`config.mk`:
```
export PLATFORM = sky130hd
export DESIGN_NAME = extended_gcd
export DESIGN_NICKNAME = d
export VERILOG_FILES = /design/src/rtl/core/egcd_pkg.sv /design/src/rtl/core/egcd_dpath.sv /design/src/rtl/core/egcd_ctrl.sv /design/src/rtl/core/extended_gcd.sv
export VERILOG_INCLUDE_DIRS = /design/src /design/src/rtl/core
export SDC_FILE = /design/constraint.sdc
export NUM_CORES = 2
export LEC_CHECK = 0
export BUFFER_PORTS_ARGS = -buffer_cell sky130_fd_sc_hd__buf_2
export CAP_MARGIN = 10
export CORE_MARGIN = 2
export CORE_UTILIZATION = 35
export CTS_CLUSTER_SIZE = 25
export DETAILED_ROUTE_END_ITERATION = 6
export PLACE_DENSITY = 0.54
export SYNTH_ARGS = -nofsm -noshare
export SYNTH_HDL_FRONTEND = slang
export SYNTH_HIERARCHICAL = 1
export SYNTH_SLANG_ARGS = --single-unit
```
`constraint.sdc`:
```
create_clock -name clk -period 16.5 [get_ports clk]
set_input_delay 3.3 -clock clk [delete_from_list [all_inputs] [get_ports clk]]
set_output_delay 3.3 -clock clk [all_outputs]
set_load 0.01 [all_outputs]
```
`src/rtl/core/extended_gcd_defines.svh`:
```
// ---------------------------------------------------------------------------
// Extended GCD assertion macros
// Shared property wrappers for the extended GCD core.
// ---------------------------------------------------------------------------
`ifndef EXTENDED_GCD_DEFINES_SVH
`define EXTENDED_GCD_DEFINES_SVH

// same-cycle implication, checked out of reset
`define EGCD_ASSERT_NOW(label, ante, cons) \
  label: assert property (@(posedge clk) disable iff (rst) (ante) |-> (cons)) \
    else $error("extended_gcd: same-cycle check failed");

// next-cycle implication, checked out of reset
`define EGCD_ASSERT_NEXT(label, ante, cons) \
  label: assert property (@(posedge clk) disable iff (rst) (ante) |=> (cons)) \
    else $error("extended_gcd: next-cycle check failed");

`endif

```
`src/rtl/core/egcd_pkg.sv`:
```
// ---------------------------------------------------------------------------
// Extended GCD package
// Widths, transaction types, controller states and command/status structs.
// ---------------------------------------------------------------------------
package egcd_pkg;

  localparam int DATA_WIDTH = 32;
  localparam int OPND_W     = DATA_WIDTH - 1;
  localparam int COEF_W     = DATA_WIDTH;
  localparam int CNT_W      = $clog2(OPND_W);

  typedef struct packed {
    logic [OPND_W-1:0] operand_a;
    logic [OPND_W-1:0] operand_b;
  } egcd_req_t;

  typedef struct packed {
    logic        [OPND_W-1:0] gcd_value;
    logic signed [COEF_W-1:0] coeff_x;
    logic signed [COEF_W-1:0] coeff_y;
    logic                     divide_error;
  } egcd_rsp_t;

  typedef enum logic [2:0] {
    ST_IDLE,
    ST_CHECK,
    ST_DIV,
    ST_MULX,
    ST_MULY,
    ST_UPDATE,
    ST_FINISH
  } egcd_state_t;

  typedef struct packed {
    logic load;
    logic div_init;
    logic div_step;
    logic mul_x;
    logic mul_y;
    logic update;
    logic out_load;
  } egcd_cmd_t;

  typedef struct packed {
    logic r1_zero;
    logic div_last;
  } egcd_sts_t;

endpackage

```
`src/rtl/core/egcd_dpath.sv`:
```
// ---------------------------------------------------------------------------
// Extended GCD datapath
// Remainder and coefficient registers, bit-serial restoring divider,
// shared multiplier for the coefficient updates, and the result register.
// ---------------------------------------------------------------------------
`include "extended_gcd_defines.svh"

module egcd_dpath (
  input  logic                  clk,
  input  logic                  rst,
  input  egcd_pkg::egcd_cmd_t   cmd,
  output egcd_pkg::egcd_sts_t   sts,
  input  egcd_pkg::egcd_req_t   req,
  output egcd_pkg::egcd_rsp_t   rsp
);
  import egcd_pkg::*;

  logic [OPND_W-1:0] r0;
  logic [OPND_W-1:0] r1;
  logic [COEF_W-1:0] x0;
  logic [COEF_W-1:0] x1;
  logic [COEF_W-1:0] y0;
  logic [COEF_W-1:0] y1;
  logic [COEF_W-1:0] x_new;
  logic [COEF_W-1:0] prod;
  logic              err;

  logic [OPND_W-1:0] dq;
  logic [OPND_W-1:0] rem;
  logic [CNT_W-1:0]  cnt;

  logic [OPND_W:0]   rem_trial;
  logic [OPND_W:0]   rem_diff;
  logic              q_bit;
  logic [COEF_W-1:0] mul_b;
  logic [COEF_W-1:0] mul_res;

  assign rem_trial = {rem, dq[OPND_W-1]};
  assign rem_diff  = rem_trial - {1'b0, r1};
  assign q_bit     = (rem_trial >= {1'b0, r1});
  assign mul_b     = cmd.mul_y ? y1 : x1;
  assign mul_res   = {1'b0, dq} * mul_b;

  assign sts.r1_zero  = (r1 == '0);
  assign sts.div_last = (cnt == '0);

  always_ff @(posedge clk) begin
    if (cmd.load) begin
      r0  <= req.operand_a;
      r1  <= req.operand_b;
      x0  <= COEF_W'(1);
      x1  <= '0;
      y0  <= '0;
      y1  <= COEF_W'(1);
      err <= (req.operand_b == '0);
    end else if (cmd.update) begin
      r0 <= r1;
      r1 <= rem;
      x0 <= x1;
      x1 <= x_new;
      y0 <= y1;
      y1 <= y0 - prod;
    end
  end

  always_ff @(posedge clk) begin
    if (cmd.div_init) begin
      dq  <= r0;
      rem <= '0;
      cnt <= CNT_W'(OPND_W - 1);
    end else if (cmd.div_step) begin
      dq  <= {dq[OPND_W-2:0], q_bit};
      rem <= q_bit ? rem_diff[OPND_W-1:0] : rem_trial[OPND_W-1:0];
      cnt <= cnt - CNT_W'(1);
    end
  end

  always_ff @(posedge clk) begin
    if (cmd.mul_x) begin
      prod <= mul_res;
    end else if (cmd.mul_y) begin
      x_new <= x0 - prod;
      prod  <= mul_res;
    end
  end

  always_ff @(posedge clk) begin
    if (cmd.out_load) begin
      rsp.gcd_value    <= r0;
      rsp.coeff_x      <= x0;
      rsp.coeff_y      <= y0;
      rsp.divide_error <= err;
    end
  end

  `EGCD_ASSERT_NEXT(a_rem_below_divisor, cmd.div_step, rem < r1)
  `EGCD_ASSERT_NEXT(a_remainders_shrink, cmd.update, r1 < r0)

endmodule

```
`src/rtl/core/egcd_ctrl.sv`:
```
// ---------------------------------------------------------------------------
// Extended GCD controller
// Sequences load, divide, multiply-subtract and update steps per transaction
// and owns both handshakes.
// ---------------------------------------------------------------------------
`include "extended_gcd_defines.svh"

module egcd_ctrl (
  input  logic                 clk,
  input  logic                 rst,
  input  logic                 req_valid,
  output logic                 req_stall,
  output logic                 rsp_valid,
  input  logic                 rsp_stall,
  output egcd_pkg::egcd_cmd_t  cmd,
  input  egcd_pkg::egcd_sts_t  sts
);
  import egcd_pkg::*;

  egcd_state_t state;
  egcd_state_t state_next;
  logic        out_free;

  assign out_free = !rsp_valid || !rsp_stall;

  always_ff @(posedge clk) begin
    if (rst) begin
      state     <= ST_IDLE;
      rsp_valid <= 1'b0;
    end else begin
      state <= state_next;
      if (cmd.out_load) begin
        rsp_valid <= 1'b1;
      end else if (!rsp_stall) begin
        rsp_valid <= 1'b0;
      end
    end
  end

  always_comb begin
    state_next = state;
    unique case (state)
      ST_IDLE:   if (req_valid) state_next = ST_CHECK;
      ST_CHECK:  state_next = sts.r1_zero ? ST_FINISH : ST_DIV;
      ST_DIV:    if (sts.div_last) state_next = ST_MULX;
      ST_MULX:   state_next = ST_MULY;
      ST_MULY:   state_next = ST_UPDATE;
      ST_UPDATE: state_next = ST_CHECK;
      ST_FINISH: if (out_free) state_next = ST_IDLE;
      default:   state_next = ST_IDLE;
    endcase
  end

  always_comb begin
    cmd       = '0;
    req_stall = 1'b1;
    unique case (state)
      ST_IDLE: begin
        req_stall = 1'b0;
        cmd.load  = req_valid;
      end
      ST_CHECK:  cmd.div_init = !sts.r1_zero;
      ST_DIV:    cmd.div_step = 1'b1;
      ST_MULX:   cmd.mul_x    = 1'b1;
      ST_MULY:   cmd.mul_y    = 1'b1;
      ST_UPDATE: cmd.update   = 1'b1;
      ST_FINISH: cmd.out_load = out_free;
      default:   cmd          = '0;
    endcase
  end

  `EGCD_ASSERT_NOW(a_no_overwrite, cmd.out_load, !rsp_valid || !rsp_stall)
  `EGCD_ASSERT_NEXT(a_accept_to_check, req_valid && !req_stall, state == ST_CHECK)

endmodule

```
`src/rtl/core/extended_gcd.sv`:
```
// ---------------------------------------------------------------------------
// Extended GCD core
// Computes gcd(a, b) with Bezout coefficients x, y (a*x + b*y = gcd);
// a zero b raises divide_error with gcd = a, x = 1, y = 0.
// ---------------------------------------------------------------------------
// channel  direction  handshake            payload
// req      in         req_valid/req_stall  operand_a, operand_b
// rsp      out        rsp_valid/rsp_stall  gcd_value, coeff_x, coeff_y, divide_error
//
// A transaction loads the operands, then runs n Euclid steps (at most 45) before the result.
// Each step is the zero check, the bit-serial divider, then the shared multiplier
// (q*x1 then q*y1) and the update.
// Reset is synchronous and clears only the controller state and rsp_valid.
// A finished result waits in the output register; the next request is taken meanwhile.
// ---------------------------------------------------------------------------
module extended_gcd (
  input  logic                 clk,
  input  logic                 rst,
  input  logic                 req_valid,
  output logic                 req_stall,
  input  egcd_pkg::egcd_req_t  req,
  output logic                 rsp_valid,
  input  logic                 rsp_stall,
  output egcd_pkg::egcd_rsp_t  rsp
);
  import egcd_pkg::*;

  egcd_cmd_t cmd;
  egcd_sts_t sts;

  egcd_ctrl u_ctrl (
    .clk       (clk),
    .rst       (rst),
    .req_valid (req_valid),
    .req_stall (req_stall),
    .rsp_valid (rsp_valid),
    .rsp_stall (rsp_stall),
    .cmd       (cmd),
    .sts       (sts)
  );

  egcd_dpath u_dpath (
    .clk (clk),
    .rst (rst),
    .cmd (cmd),
    .sts (sts),
    .req (req),
    .rsp (rsp)
  );

endmodule
```
# --- After elaboration in Yosys (flattened, before gate mapping) ---
# Cells that the tools add are included.
word_totals:
  romBits: 0
  out_inout_bits: 98
  latch_bits: 0
  memories: 0
  ram_bits: 0
  word_cells: 73
  regBits: 422
  input_bits: 66
op_classes:
  n_bitwise: 1
  n_div: 0
  mul: 1
  n_addsub: 4
  mux: 25
  n_reduce_logical: 13
  order_cmp: 1
  n_eq_ne: 10
  shift: 0
ops:
  columns: ["cell", "count"]
  rows:
  - ["two-way mux 31 bit", 7]
  - ["two-way mux 32 bit", 3]
  - ["subtractor 32 bit", 2]
  - ["logical NOT 31 bit", 2]
  - ["greater-or-equal comparator 32 x 31 -> 1 bit", 1]
  - ["multiplier 31 x 32 -> 32 bit", 1]
  - ["subtractor 31 bit", 1]
  - ["case mux 3 bit (7 select lines)", 1]
  - ["two-way mux 3 bit", 4]
  - ["two-way mux 1 bit", 10]
  - ["equality test 3 bit, second input constant", 3]
  - ["equality test 3 x 2 -> 1 bit, second input constant", 2]
  - ["nonzero test 2 bit", 3]
  - ["logical NOT 5 bit", 1]
  - ["subtractor 5 x 1 -> 5 bit, second input constant", 1]
  - ["inequality test 2 x 1 -> 1 bit, second input constant", 2]
  - ["inequality test 2 bit, second input constant", 2]
  - ["equality test 3 x 1 -> 1 bit, second input constant", 1]
  - ["logical NOT 1 bit", 3]
  - ["logical NOT 3 bit", 1]
  - ["AND reduction 3 bit", 1]
  - ["AND reduction 2 bit", 1]
  - ["logical OR 1 bit", 1]
  - ["inverter 1 bit", 1]

# --- Depth between registers and ports, before layout ---
depth:
  ltp_word: 6
  depth_mapped: 33

# --- Modules after synthesis ---
# The synthesis kept the hierarchy.
by_module_without_submodules:
  columns: ["mod", "instances", "seq_area_each_um2", "cells_per_inst", "area_per_inst_um2"]
  rows:
  - ["egcd_dpath", 1, 10910.5, 3474, 35505.3]
  - ["egcd_ctrl", 1, 80.1, 34, 264.0]

# --- Least setup slack after synthesis ---
# Ideal clock, no wire load.
synth_timing:
  kind: "in2reg"
  start: "in rsp_stall"
  end: "reg u_dpath/rsp[0] (netlist name)"
  path_buffers: 0
  required_ns: 15.917
  path_slack_ns: 7.960
  arrival_ns: 7.957
  path_stages: 1
  cell_sequence: "a21oi_1"
synth_via:
  elab_chain_len: 3
synth_lines:
  columns: ["element", "line_no", "source"]
  rows:
  - ["start, declared", "extended_gcd.sv:23", "input logic rsp_stall,"]
  - ["logical NOT 1 bit", "egcd_ctrl.sv:24", "assign out_free = !rsp_valid || !rsp_stall;"]
  - ["logical OR 1 bit", "egcd_ctrl.sv:24", null]
  - ["two-way mux 1 bit", "egcd_ctrl.sv:57", "unique case (state)"]
# Every way passes these cells.
# A chain may end at the register's enable or synchronous reset.

==> flow_metrics.py <==
metrics = {
    "grt": {
        "overflow": 0,
        "grt_antenna_before_repair": 1,
        "grt_first_pass_wirelength_mm": 152,
        "grt_usage_pct": 18.9,
        "grt_pass1_vias": 24997,
        "grt_start_max_net_pins": 91,
    },
    "drt": {
        "detail_route.vias_per_cell": 4.95,
        "drtAntennaViolNets": 0,
        "dr.pass1.iters": 5,
        "drtIter0Drc": 1672,
        "drc": 0,
        "post_drt_wl_per_cell_um": 19.7,
        "finalWirelength_mm": 98.1,
        "vias": 24685,
    },
    "sta": {
        "fin_crit_sh_pct": 51.3,
        "skew_ns": 0.0183,
        "fmax_mhz": 118,
        "finalMaxSlewViolations": 0,
        "setup_tns_ns": 0,
        "hold_viol_final": 0,
        "setup-violations-final": 0,
        "period_needed_ns": 8.46,
        "rsz0062_at_grt": "no",
        "worstMarginPinSlew_ns": 1.08,
        "slew_headroom_pct": 25.9,
    },
    "cells_and_area": {
        "design_area_um2": 39300,
        "nNetsFinal": 4271,
        "areaGrowthSynthToFinish_pct": 9.90,
        "final_cells": 4985,
        "layout-drive-gt1-share_pct": 10.6,
    },
    "clocking": {
        "root_buffer": "clkbuf_16",
        "ctsHtreeMaxLevel": 2,
        "cts_tree": "yes",
        "clock_sinks": 422,
        "cts_buffer_depth": 3,
        "ctsHoldBuffers": 0,
        "cts_buffers": 44,
        "post_cts_buffers": 0,
        "clkTransAtPathRegs_ns": 0.06,
        "ctsResizeCount": 0,
        "clk_latency_ns": 0.58,
    },
    "logic_synthesis": {
        "synth_top_area_share_pct": 23.1,
        "synth_commonest_cells": "inv_1, fa_1, nand2_1",
        "synthCells": 3508,
        "yosys_warnings": 6,
        "yosys-top-cells-area": "fa_1, edfxtp_1, dfxtp_1, ha_1, inv_1",
        "seq_area_frac_synth_pct": 30.7,
        "synth-main-ff-cell": "edfxtp_1",
        "netlist_area_um2": 35800,
        "postSynth.asyncResetShare_pct": 0,
        "synth-edff-count": 254,
        "yosysTopAreaCell": "fa_1",
        "ys_seq_elements": 422,
        "syn_nets": 4200,
        "synth_cell_types": 81,
        "avgSynthCellArea_um2": 10.2,
        "synth.most_common_cell": "inv_1",
    },
    "outcome": {
        "outcome": "finished clean",
    },
    "die": {
        "core_um2": 102000,
        "die_h_um": 324,
        "fp.dieW_um": 324,
        "start_util_pct": 35.2,
        "rows": 117,
        "dieArea_um2": 105000,
        "ios": 164,
    },
    "power": {
        "switching_share_pct": 36.4,
        "leakage_nw": 17.2,
        "power_switching_w": 0.00132,
        "p_int_w": 0.00231,
        "ir_drop_v": 0.0000842,
        "clockPowerShare_pct": 28.2,
        "power_density_nw_per_um2": 92.2,
        "p_seq_share_pct": 40.4,
        "comb_power_share_pct": 31.4,
    },
    "worst_setup_path": {
        "critPathKind": "flop to flop",
        "worst_ep_required_time_ns": 16.83,
        "worst_setup_path_start_kind": "flop",
        "worstPathCellList": "nand2b_4 > nor2_4 > buf_4 > mux2_2 > and2_1 > fa_1 > fa_1 > inv_1 > fa_1 > inv_1 > fa_1 > ha_1 > ha_1 > fa_1 > fa_1 > ha_1 > nand3_1 > o32ai_1 > a221oi_1 > o21ai_1 > a21oi_1 > o311a_1 > a211o_1",
        "cpPeakStageDelay_ns": 0.62,
        "crit_slowest_cell": "mux2_2",
        "cp_max_fo": 34,
        "cp.arrival_ns": 8.79,
        "worst_setup_path_end_kind": "flop",
        "cpMostUsedCell": "fa_1",
    },
    "flow_run": {
        "cap_violations": 0,
    },
    "worst_hold_path": {
        "min_path_type": "flop to flop",
    },
    "placement": {
        "dp_cells": 4901,
        "dp_hpwl_mm": 77.1,
        "gp_congestion": 0.901,
        "port_buffers": 163,
        "dpl_cell_area_um2": 37800,
    },
}
-- critical path: cells and delay by family (launching register included) --
kind / cells / cell delay, ns
AND/OR/NAND/NOR: 4 / 0.59
multiplexers: 1 / 0.62
AO/OA/AOI/OAI: 6 / 1.98
adder cells (fa/ha/maj): 9 / 3.84
flip-flops: 1 / 0.55
buffers and inverters: 3 / 0.57
-- power by group through the flow --
stage	logic (W)	registers, W	clock network (W)
6_report	0.00114	0.00147	0.00102
5_1_grt	0.00126	0.00148	0.00108
4_1_cts	0.00114	0.00146	0.00105
3_5_place_dp	0.00113	0.00148	0
3_3_place_gp	0.00113	0.00148	0
2_1_floorplan	0.000922	0.00135	0
-- sequential cells by signal (all words and copies together), names as in the netlist --
signal,flops
u_dpath/rsp,96
u_dpath/prod,32
u_dpath/x0,32
u_dpath/x1,32
u_dpath/x_new,32
u_dpath/y0,32
u_dpath/y1,32
u_dpath/dq,31
u_dpath/r0,31
u_dpath/r1,31
u_dpath/rem,31
u_dpath/cnt,5
u_ctrl/state,3
u_ctrl/rsp_valid,1
u_dpath/err,1
-- layout make-up --
class	instances	area, um2
fillers	10195	62300
multi-input cells	2462	22400
flip-flops and latches	422	11000
inverters	467	1750
well taps	1368	1710
clock buffers	60	1260
repair buffers	182	958
clock inverters	22	208
diodes	2	5.00
-- logic make-up after synthesis --
group	count (synthesis)	synth area share, %
XOR/XNOR	155	3.83
AND/OR/NAND/NOR	1066	14.3
adder cells (fa/ha/maj)	626	30.5
multiplexers	203	6.00
buffers and inverters	624	6.73
AO/OA/AOI/OAI	412	7.91
flip-flops	422	30.7
-- per-layer routing --
| metal | wire length (um) | global-route usage [%] | part of all wire [%] |
|---|---|---|---|
| met1 | 46700 | 27.3 | 48 |
| met2 | 43500 | 29.5 | 44 |
| met3 | 5150 | 3.12 | 5.2 |
| met4 | 2660 | 4.79 | 2.7 |
| met5 | 13 | 0 | 0.013 |
-- stage by stage --
step / util (%) / total power (W) / hold WS (ns) / setup slack, ns
3_3_place_gp: 37.2 / 0.00261 / 0.436 / 8.18
4_1_cts: 38.7 / 0.00365 / 0.446 / 8.07
2_1_floorplan: - / 0.00227 / 0.400 / 7.96
6_report: 38.7 / 0.00363 / 0.441 / 8.04
3_5_place_dp: 37.2 / 0.00262 / 0.431 / 8.08
5_1_grt: 38.7 / 0.00383 / 0.462 / 7.65
-- cell usage in the layout (no fill, tap or decap), types with 114 or more instances in the layout --
master	instances
dfxtp_1	168
and2_1	271
inv_1	465
fa_1	412
buf_2	163
nand2_1	405
ha_1	214
edfxtp_1	254
xnor2_1	114
nor2_1	211
-- worst paths after layout --
check                                startpoint  depth (start not counted)  slack, ns               end
worst min-delay path              u_dpath/x0[0]                          0       0.44   u_dpath/rsp[33]
worst max register to register  u_ctrl/state[2]                         23       8.04  u_dpath/prod[30]
worst max-delay path            u_ctrl/state[2]                         23       8.04  u_dpath/prod[30]
worst min register to register    u_dpath/x0[0]                          0       0.44   u_dpath/rsp[33]
(Power assumes the default switching activity.)
